$ cat config.mk
export PLATFORM = sky130hd
export DESIGN_NAME = tagged_interval_profiler
export DESIGN_NICKNAME = d
export VERILOG_FILES = /design/src/design/tip_pkg.sv /design/src/design/tip_ram.sv /design/src/design/tip_ctrl.sv /design/src/design/tip_dp.sv /design/src/design/tagged_interval_profiler.sv
export SDC_FILE = /design/constraint.sdc
export NUM_CORES = 2
export LEC_CHECK = 0
export BUFFER_PORTS_ARGS = -buffer_cell sky130_fd_sc_hd__buf_2
export CAP_MARGIN = 5
export CORE_ASPECT_RATIO = 2
export CORE_MARGIN = 3
export CORE_UTILIZATION = 45
export CTS_BUF_LIST = sky130_fd_sc_hd__clkbuf_8
export DETAILED_ROUTE_END_ITERATION = 12
export HOLD_SLACK_MARGIN = 0.08
export PLACE_DENSITY = 0.6
export SYNTH_ARGS = -nofsm -noshare
export SYNTH_HDL_FRONTEND = slang
export SYNTH_HIERARCHICAL = 1
export SYNTH_SLANG_ARGS = --single-unit
$ cat constraint.sdc
create_clock -name clk -period 71.9 [get_ports clk]
set_clock_uncertainty 0.05 [all_clocks]
set_input_delay 10.785 -clock clk [delete_from_list [all_inputs] [get_ports clk]]
set_output_delay 10.785 -clock clk [all_outputs]
set_load 0.05 [all_outputs]
$ cat src/design/tip_pkg.sv
// Shared constants and controller-to-datapath command type for the interval profiler.
package tip_pkg;

  localparam int SLOTS_DEF = 16;
  localparam int TAG_W     = 16;
  localparam int TIME_W    = 32;
  localparam int SLOT_W    = 4;
  localparam int STAT_W    = 32;

  localparam logic [STAT_W-1:0] STAT_ONES = {STAT_W{1'b1}};

  // One pulse per step of an item's read-modify-write.
  typedef struct packed {
    logic capture;  // latch the incoming item
    logic match;    // register per-slot match and free vectors
    logic read;     // pick the slot, start the stats read
    logic load;     // update the slot and load the result register
  } tip_cmd_t;

endpackage

$ cat src/design/tip_ram.sv
// Generic single-write, single-read RAM with registered read data.
module tip_ram #(
  parameter int WIDTH = 32,
  parameter int DEPTH = 16,
  localparam int AW = (DEPTH > 1) ? $clog2(DEPTH) : 1
) (
  input  logic             clk,
  input  logic             we,
  input  logic [AW-1:0]    waddr,
  input  logic [WIDTH-1:0] wdata,
  input  logic [AW-1:0]    raddr,
  output logic [WIDTH-1:0] rdata
);

  logic [WIDTH-1:0] mem [DEPTH];

  always_ff @(posedge clk) begin
    if (we) begin
      mem[waddr] <= wdata;
    end
    rdata <= mem[raddr];
  end

endmodule

$ cat src/design/tip_ctrl.sv
// Sequencer for the profiler: steps each item through match, read and update.
module tip_ctrl
  import tip_pkg::*;
(
  input  logic     clk,
  input  logic     rst,
  input  logic     in_valid,
  output logic     in_stall,
  output logic     out_valid,
  input  logic     out_stall,
  output tip_cmd_t cmd
);

  localparam logic [1:0] S_IDLE  = 2'd0;
  localparam logic [1:0] S_MATCH = 2'd1;
  localparam logic [1:0] S_READ  = 2'd2;
  localparam logic [1:0] S_CALC  = 2'd3;

  logic [1:0] state;
  logic [1:0] state_next;
  logic       out_valid_next;
  logic       out_free;

  assign in_stall = (state != S_IDLE);
  // result register can take a new item when empty or being drained
  assign out_free = !out_valid || !out_stall;

  always_comb begin
    state_next  = state;
    cmd         = '0;
    cmd.capture = in_valid && !in_stall;
    case (state)
      S_IDLE: begin
        if (in_valid) begin
          state_next = S_MATCH;
        end
      end
      S_MATCH: begin
        cmd.match  = 1'b1;
        state_next = S_READ;
      end
      S_READ: begin
        cmd.read   = 1'b1;
        state_next = S_CALC;
      end
      S_CALC: begin
        if (out_free) begin
          cmd.load   = 1'b1;
          state_next = S_IDLE;
        end
      end
      default: begin
        state_next = S_IDLE;
      end
    endcase
  end

  assign out_valid_next = cmd.load ? 1'b1 : (out_valid && out_stall);

  always_ff @(posedge clk) begin
    if (rst) begin
      state     <= S_IDLE;
      out_valid <= 1'b0;
    end else begin
      state     <= state_next;
      out_valid <= out_valid_next;
    end
  end

`ifndef NO_ASSERTIONS
  a_accept_to_match: assert property (@(posedge clk) disable iff (rst)
    in_valid && !in_stall |=> state == S_MATCH)
    else $error("accepted item did not enter match step");
  a_load_to_idle: assert property (@(posedge clk) disable iff (rst)
    cmd.load |=> state == S_IDLE && out_valid)
    else $error("update step did not present a result");
  a_rise_after_calc: assert property (@(posedge clk) disable iff (rst)
    $rose(out_valid) |-> $past(state) == S_CALC)
    else $error("result appeared without an update step");
`endif

endmodule

$ cat src/design/tip_dp.sv
// Datapath: tag table, slot select, stats RAM and result register.
module tip_dp
  import tip_pkg::*;
#(
  parameter int SLOTS = SLOTS_DEF
) (
  input  logic              clk,
  input  logic              rst,
  input  tip_cmd_t          cmd,
  input  logic [TAG_W-1:0]  tag_id,
  input  logic [TIME_W-1:0] now,
  output logic              table_full,
  output logic [SLOT_W-1:0] slot,
  output logic [STAT_W-1:0] interval,
  output logic [STAT_W-1:0] total,
  output logic [STAT_W-1:0] shortest,
  output logic [STAT_W-1:0] longest,
  output logic [STAT_W-1:0] hits
);

  localparam int IDX_W = (SLOTS > 1) ? $clog2(SLOTS) : 1;
  localparam int WORD_W = 4 * STAT_W;

  logic [TAG_W-1:0]  tag_r;
  logic [TIME_W-1:0] now_r;
  logic [TIME_W-1:0] last_time;
  logic [TAG_W-1:0]  slot_tag [SLOTS];
  logic [SLOTS-1:0]  slot_used;
  logic [SLOTS-1:0]  hit_vec;
  logic [SLOTS-1:0]  free_vec;

  logic              hit_any;
  logic              free_any;
  logic [IDX_W-1:0]  hit_idx;
  logic [IDX_W-1:0]  free_idx;
  logic [IDX_W-1:0]  sel_idx;
  logic [IDX_W-1:0]  idx_r;
  logic              hit_r;
  logic              full_r;
  logic [IDX_W+3:0]  idx_ext;

  logic [WORD_W-1:0] rdata;
  logic [WORD_W-1:0] wdata;
  logic              we;
  logic [STAT_W-1:0] old_total, old_short, old_long, old_hits;
  logic [STAT_W-1:0] gap, new_total, new_short, new_long, new_hits;

  // lowest matching slot and lowest free slot
  always_comb begin
    hit_any  = 1'b0;
    free_any = 1'b0;
    hit_idx  = '0;
    free_idx = '0;
    for (int k = SLOTS - 1; k >= 0; k--) begin
      if (hit_vec[k]) begin
        hit_any = 1'b1;
        hit_idx = IDX_W'(k);
      end
      if (free_vec[k]) begin
        free_any = 1'b1;
        free_idx = IDX_W'(k);
      end
    end
  end

  assign sel_idx = hit_any ? hit_idx : free_idx;

  // a freshly claimed slot starts from the reset stats
  assign old_total = hit_r ? rdata[4*STAT_W-1:3*STAT_W] : '0;
  assign old_short = hit_r ? rdata[3*STAT_W-1:2*STAT_W] : STAT_ONES;
  assign old_long  = hit_r ? rdata[2*STAT_W-1:STAT_W]   : '0;
  assign old_hits  = hit_r ? rdata[STAT_W-1:0]          : '0;

  assign gap       = now_r - last_time;
  assign new_total = old_total + gap;
  assign new_short = (gap < old_short) ? gap : old_short;
  assign new_long  = (gap > old_long) ? gap : old_long;
  assign new_hits  = old_hits + STAT_W'(1);

  assign we      = cmd.load && !full_r;
  assign wdata   = {new_total, new_short, new_long, new_hits};
  assign idx_ext = {4'b0000, idx_r};

  tip_ram #(
    .WIDTH (WORD_W),
    .DEPTH (SLOTS)
  ) u_stats (
    .clk   (clk),
    .we    (we),
    .waddr (idx_r),
    .wdata (wdata),
    .raddr (sel_idx),
    .rdata (rdata)
  );

  always_ff @(posedge clk) begin
    if (cmd.capture) begin
      tag_r <= tag_id;
      now_r <= now;
    end
    if (cmd.match) begin
      for (int k = 0; k < SLOTS; k++) begin
        hit_vec[k]  <= slot_used[k] && (slot_tag[k] == tag_r);
        free_vec[k] <= !slot_used[k];
      end
    end
    if (cmd.read) begin
      idx_r  <= sel_idx;
      hit_r  <= hit_any;
      full_r <= !hit_any && !free_any;
    end
    if (we) begin
      slot_tag[idx_r] <= tag_r;
    end
    if (cmd.load) begin
      table_full <= full_r;
      slot       <= full_r ? '0 : idx_ext[3:0];
      interval   <= full_r ? '0 : gap;
      total      <= full_r ? '0 : new_total;
      shortest   <= full_r ? '0 : new_short;
      longest    <= full_r ? '0 : new_long;
      hits       <= full_r ? '0 : new_hits;
    end
  end

  always_ff @(posedge clk) begin
    if (rst) begin
      slot_used <= '0;
      last_time <= '0;
    end else if (we) begin
      slot_used[idx_r] <= 1'b1;
      last_time        <= now_r;
    end
  end

`ifndef NO_ASSERTIONS
  a_hit_slot_used: assert property (@(posedge clk) disable iff (rst)
    cmd.read && hit_any |=> slot_used[idx_r])
    else $error("matched slot is not in use");
  a_full_keeps_time: assert property (@(posedge clk) disable iff (rst)
    cmd.load && full_r |=> last_time == $past(last_time))
    else $error("full table changed the last timestamp");
  a_claim_unused: assert property (@(posedge clk) disable iff (rst)
    cmd.read && !hit_any && free_any |=> !slot_used[idx_r])
    else $error("claimed slot was already in use");
`endif

endmodule

$ cat src/design/tagged_interval_profiler.sv
// Top level of the tagged interval profiler: sequencer plus datapath.
// An accepted item steps through match, select/read and update; the update step loads the result register.
// A new item is taken only once the last one is through; the stats RAM read-modify-write sets the pace.
// Input stall stays high from acceptance until the update step loads the result register.
// A result left waiting on a stalled output holds the next item in its update step.
// Reset (rst, synchronous) empties the table at once through per-slot used flags; no sweep.
module tagged_interval_profiler
  import tip_pkg::*;
#(
  parameter int SLOTS = SLOTS_DEF
) (
  input  logic              clk,
  input  logic              rst,
  input  logic              in_valid,
  output logic              in_stall,
  input  logic [TAG_W-1:0]  tag_id,
  input  logic [TIME_W-1:0] now,
  output logic              out_valid,
  input  logic              out_stall,
  output logic              table_full,
  output logic [SLOT_W-1:0] slot,
  output logic [STAT_W-1:0] interval,
  output logic [STAT_W-1:0] total,
  output logic [STAT_W-1:0] shortest,
  output logic [STAT_W-1:0] longest,
  output logic [STAT_W-1:0] hits
);

  // one command pulse per step of the item's update
  tip_cmd_t cmd;

  tip_ctrl u_ctrl (
    .clk       (clk),
    .rst       (rst),
    .in_valid  (in_valid),
    .in_stall  (in_stall),
    .out_valid (out_valid),
    .out_stall (out_stall),
    .cmd       (cmd)
  );

  // tag table compare, lowest-slot select, stats RAM and the result register
  tip_dp #(
    .SLOTS (SLOTS)
  ) u_dp (
    .clk        (clk),
    .rst        (rst),
    .cmd        (cmd),
    .tag_id     (tag_id),
    .now        (now),
    .table_full (table_full),
    .slot       (slot),
    .interval   (interval),
    .total      (total),
    .shortest   (shortest),
    .longest    (longest),
    .hits       (hits)
  );

endmodule

==> results.ini <==
[global_route]
grt.overflow.total=0
grt_pass1_wl_microns=417700
grt_max_degree=129
antenna_found_initial=21
grt_pass1_vias=58911
grt_usage_pct=23.73

[worst_setup_path]
cp_slowest_cell=buf_4
critPathBufInv=6
cp_top_family=buffers and inverters
crit_start=out_stall
reg2reg_from=u_dp/now_r[0]
critPathKind=input port to register
cp-start-kind=input port
end_kind=register
max_stage_delay_ps=980
crit_path_max_fanout=57
crit_top_cell=buf_4
cp_data_required_time_ps=72430
cp.arrival_ps=15160
critical_path.cell_chain=buf_2 -> a21boi_4 -> nand2b_1 -> buf_4 -> clkinv_1 -> buf_4 -> nand3b_1 -> nor2_4 -> buf_4 -> buf_4

[synth]
syn_area_sq_mm=0.1075
netlist_instances=5699
synth_seq_cells=2734
avgSynthCellArea_sq_um=18.86
async_flop_share_pct=0
ys.flop_type=edfxtp_1
syn-num-nets=5880
yosysSeqAreaShare_pct=74.72
yosysUniqueCellTypes=81
synth-edff-count=2555
ys_warn_count=6

[layout]
largest_register_ffs=2048
regMostFlops=u_dp/u_stats/mem
final_cell_mix=edfxtp_1 (2,555), mux4_2 (477), clkbuf_8 (416), xor2_1 (297), nand2_1 (277)
drive_gt1_share_pct=24.02
layout_commonest_cell=edfxtp_1
area_growth_pct=12.51
final_cells=9626
layout.nets=6434
fillers=19203
reg.largest.list=u_dp/u_stats/mem x2048, u_dp/slot_tag x256, u_dp/u_stats/rdata x128

[sta]
period_share_pct=20.35
fmax_ghz=0.06835
slew_violations=0
period_needed_ps=14630
worst_pin_slew_ps=1369
grt_setup_unrepaired=false
hold_violations=0
setup_viol=0
timing.setup.tns_ps=0
slew_headroom_pct=8.746

[place]
place.gp.congestion=0.8561
dp_hpwl_microns=171600
post-place-cells=8922
port_buffers=218

[die]
die_area_sq_mm=0.2451
rows=253
die_w_microns=351.6
initial_core_util_pct=45.27
die_y_microns=697.1
ios=219
core_sq_mm=0.2374

[power]
power.internal_mw=3.384
power_density_mw_per_mm2=42.33
p_comb_share_pct=31.5
seq_power_share_pct=45.0
p_switching_mw=1.734
swShare_pct=33.88
ir_drop_mv=0.03969
cellLeakagePower_nw=40.11
pwr-share-clk_pct=23.5

[clocking]
clock_sinks=2734
tritoncts=built
root_buffer=clkbuf_8
cts.path.max_buffers=4
clkLatencyLatePin_ps=1020
cts_resized=0
htreeDepth=5
clk_pin_slew_worst_paths_ps=70
numCtsBuffers=378
post_cts_buffers=0
hold_buffers=0

[detailed_routing]
drt-initial-drc-count=4919
vias_per_cell=5.807
wire_per_inst_microns=30.11
totalWireLength_microns=289800
firstDrtPassIters=7
drc_errors=0
ant_nets=0
vias=55899

[run_status]
outcome=finished, final reports clean

[flow_run]
maxCapViolCount=0

[worst_hold_path]
hold_class=register to register
worstHoldStart=u_dp/last_time[26]

-- synthesized netlist by cell type, types with 11 or more instances --
library cell     n  area (sq um)
a221oi_1        15         131.4
a21o_1          49         367.9
a22oi_1        215          1614
nand2_1        277          1040
inv_1          112         420.4
o21a_1          15         112.6
clkbuf_1       136         510.5
o21bai_1        11         82.58
ha_1           127          1589
and3_1          14         87.58
nand2b_1        34         212.7
buf_2           94         470.5
mux4_2         477         10740
buf_4           11         82.58
a21oi_1        103         515.5
and2_1          37         231.5
nor2b_1        146         913.4
mux2i_1         91         910.9
xnor2_1         41         359.1
nor2_1         186         698.2
nor4_1          55         344.1
edfxtp_1      2555         76720
buf_1           19         71.32
nand3_1         32         160.2
nor3_1          70         350.3
o21ai_0         48         240.2
o221ai_1        24         210.2
nand4_1         36         225.2
xor2_1         300          2628
mux2_2          64         720.7
dfxtp_1        179          3583
o31ai_1         11         82.58
-- per-layer routing --
| metal | GRT usage [%] | routed length (microns) | vias to the layer above |
|---|---|---|---|
| li1 | - | - | 23782 |
| met5 | 0 | 12 | - |
| met3 | 3.476 | 16200 | 569 |
| met4 | 11.02 | 15150 | 2 |
| met1 | 28.14 | 104700 | 29396 |
| met2 | 42.29 | 153800 | 2150 |
-- path summary, 6_finish.rpt --
kind | end | slack (ps) | cells past startpoint
worst max-delay path | u_dp/u_stats/mem[6][56] | 57270 | 10
worst min-delay path | u_dp/last_time[26] | 410 | 2
worst max register to register | u_dp/longest[14] | 62970 | 23
worst min register to register | u_dp/last_time[26] | 410 | 2
-- power groups by stage --
stage | clock (mW) | combinational (mW) | sequential [mW]
floorplan | 0 | 0.884 | 2.37
global placement | 0 | 1.58 | 2.34
detailed placement | 0 | 1.62 | 2.34
CTS | 1.23 | 1.63 | 2.31
global route | 1.30 | 1.73 | 2.31
finish | 1.20 | 1.61 | 2.30
-- cell type report --
class / count / area [sq um] / share of cell area [%]
Sequential cell: 2734 / 80310 / 66.42
Timing Repair Buffer: 442 / 2954 / 2.443
Antenna cell: 6 / 15.01 / 0.01242
Clock buffer: 416 / 5725 / 4.735
Clock inverter: 271 / 1778 / 1.470
Tap cell: 3060 / 3829 / 3.166
Multi-Input combinational cell: 2583 / 25880 / 21.40
Inverter: 114 / 427.9 / 0.3539
-- worst min-delay path, stage by stage (launching register included) --
cell and delay, ps:
dfxtp_1 310, nand2_1 50, a21oi_1 50
-- stage by stage --
| step | util [%] | setup slack, ps | total power, mW | instance area, sq um | hold WS [ps] |
|---|---|---|---|---|---|
| floorplan | - | 38330 | 3.252 | 107500 | 386.3 |
| global placement | 47.71 | 56360 | 3.919 | 113300 | 403.4 |
| detailed placement | 47.71 | 56340 | 3.961 | 113300 | 397.5 |
| CTS | 50.87 | 57420 | 5.167 | 120800 | 407.1 |
| global route | 50.93 | 57230 | 5.344 | 120900 | 421.6 |
| finish | 50.93 | 57270 | 5.119 | 120900 | 406.7 |
-- cell families (layout without fill, tap and decap cells) --
| logic type | after synthesis | in the layout | share of synthesized area [%] |
|---|---|---|---|
| AO/OA/AOI/OAI | 563 | 563 | 3.696 |
| other | 0 | 6 | 0 |
| XOR/XNOR | 343 | 343 | 2.817 |
| multiplexers | 632 | 632 | 11.51 |
| flip-flops | 2734 | 2734 | 74.72 |
| buffers and inverters | 382 | 1243 | 1.538 |
| AND/OR/NAND/NOR | 914 | 914 | 4.175 |
| adder cells (fa/ha/maj) | 131 | 131 | 1.534 |
(Power assumes the default switching activity.)
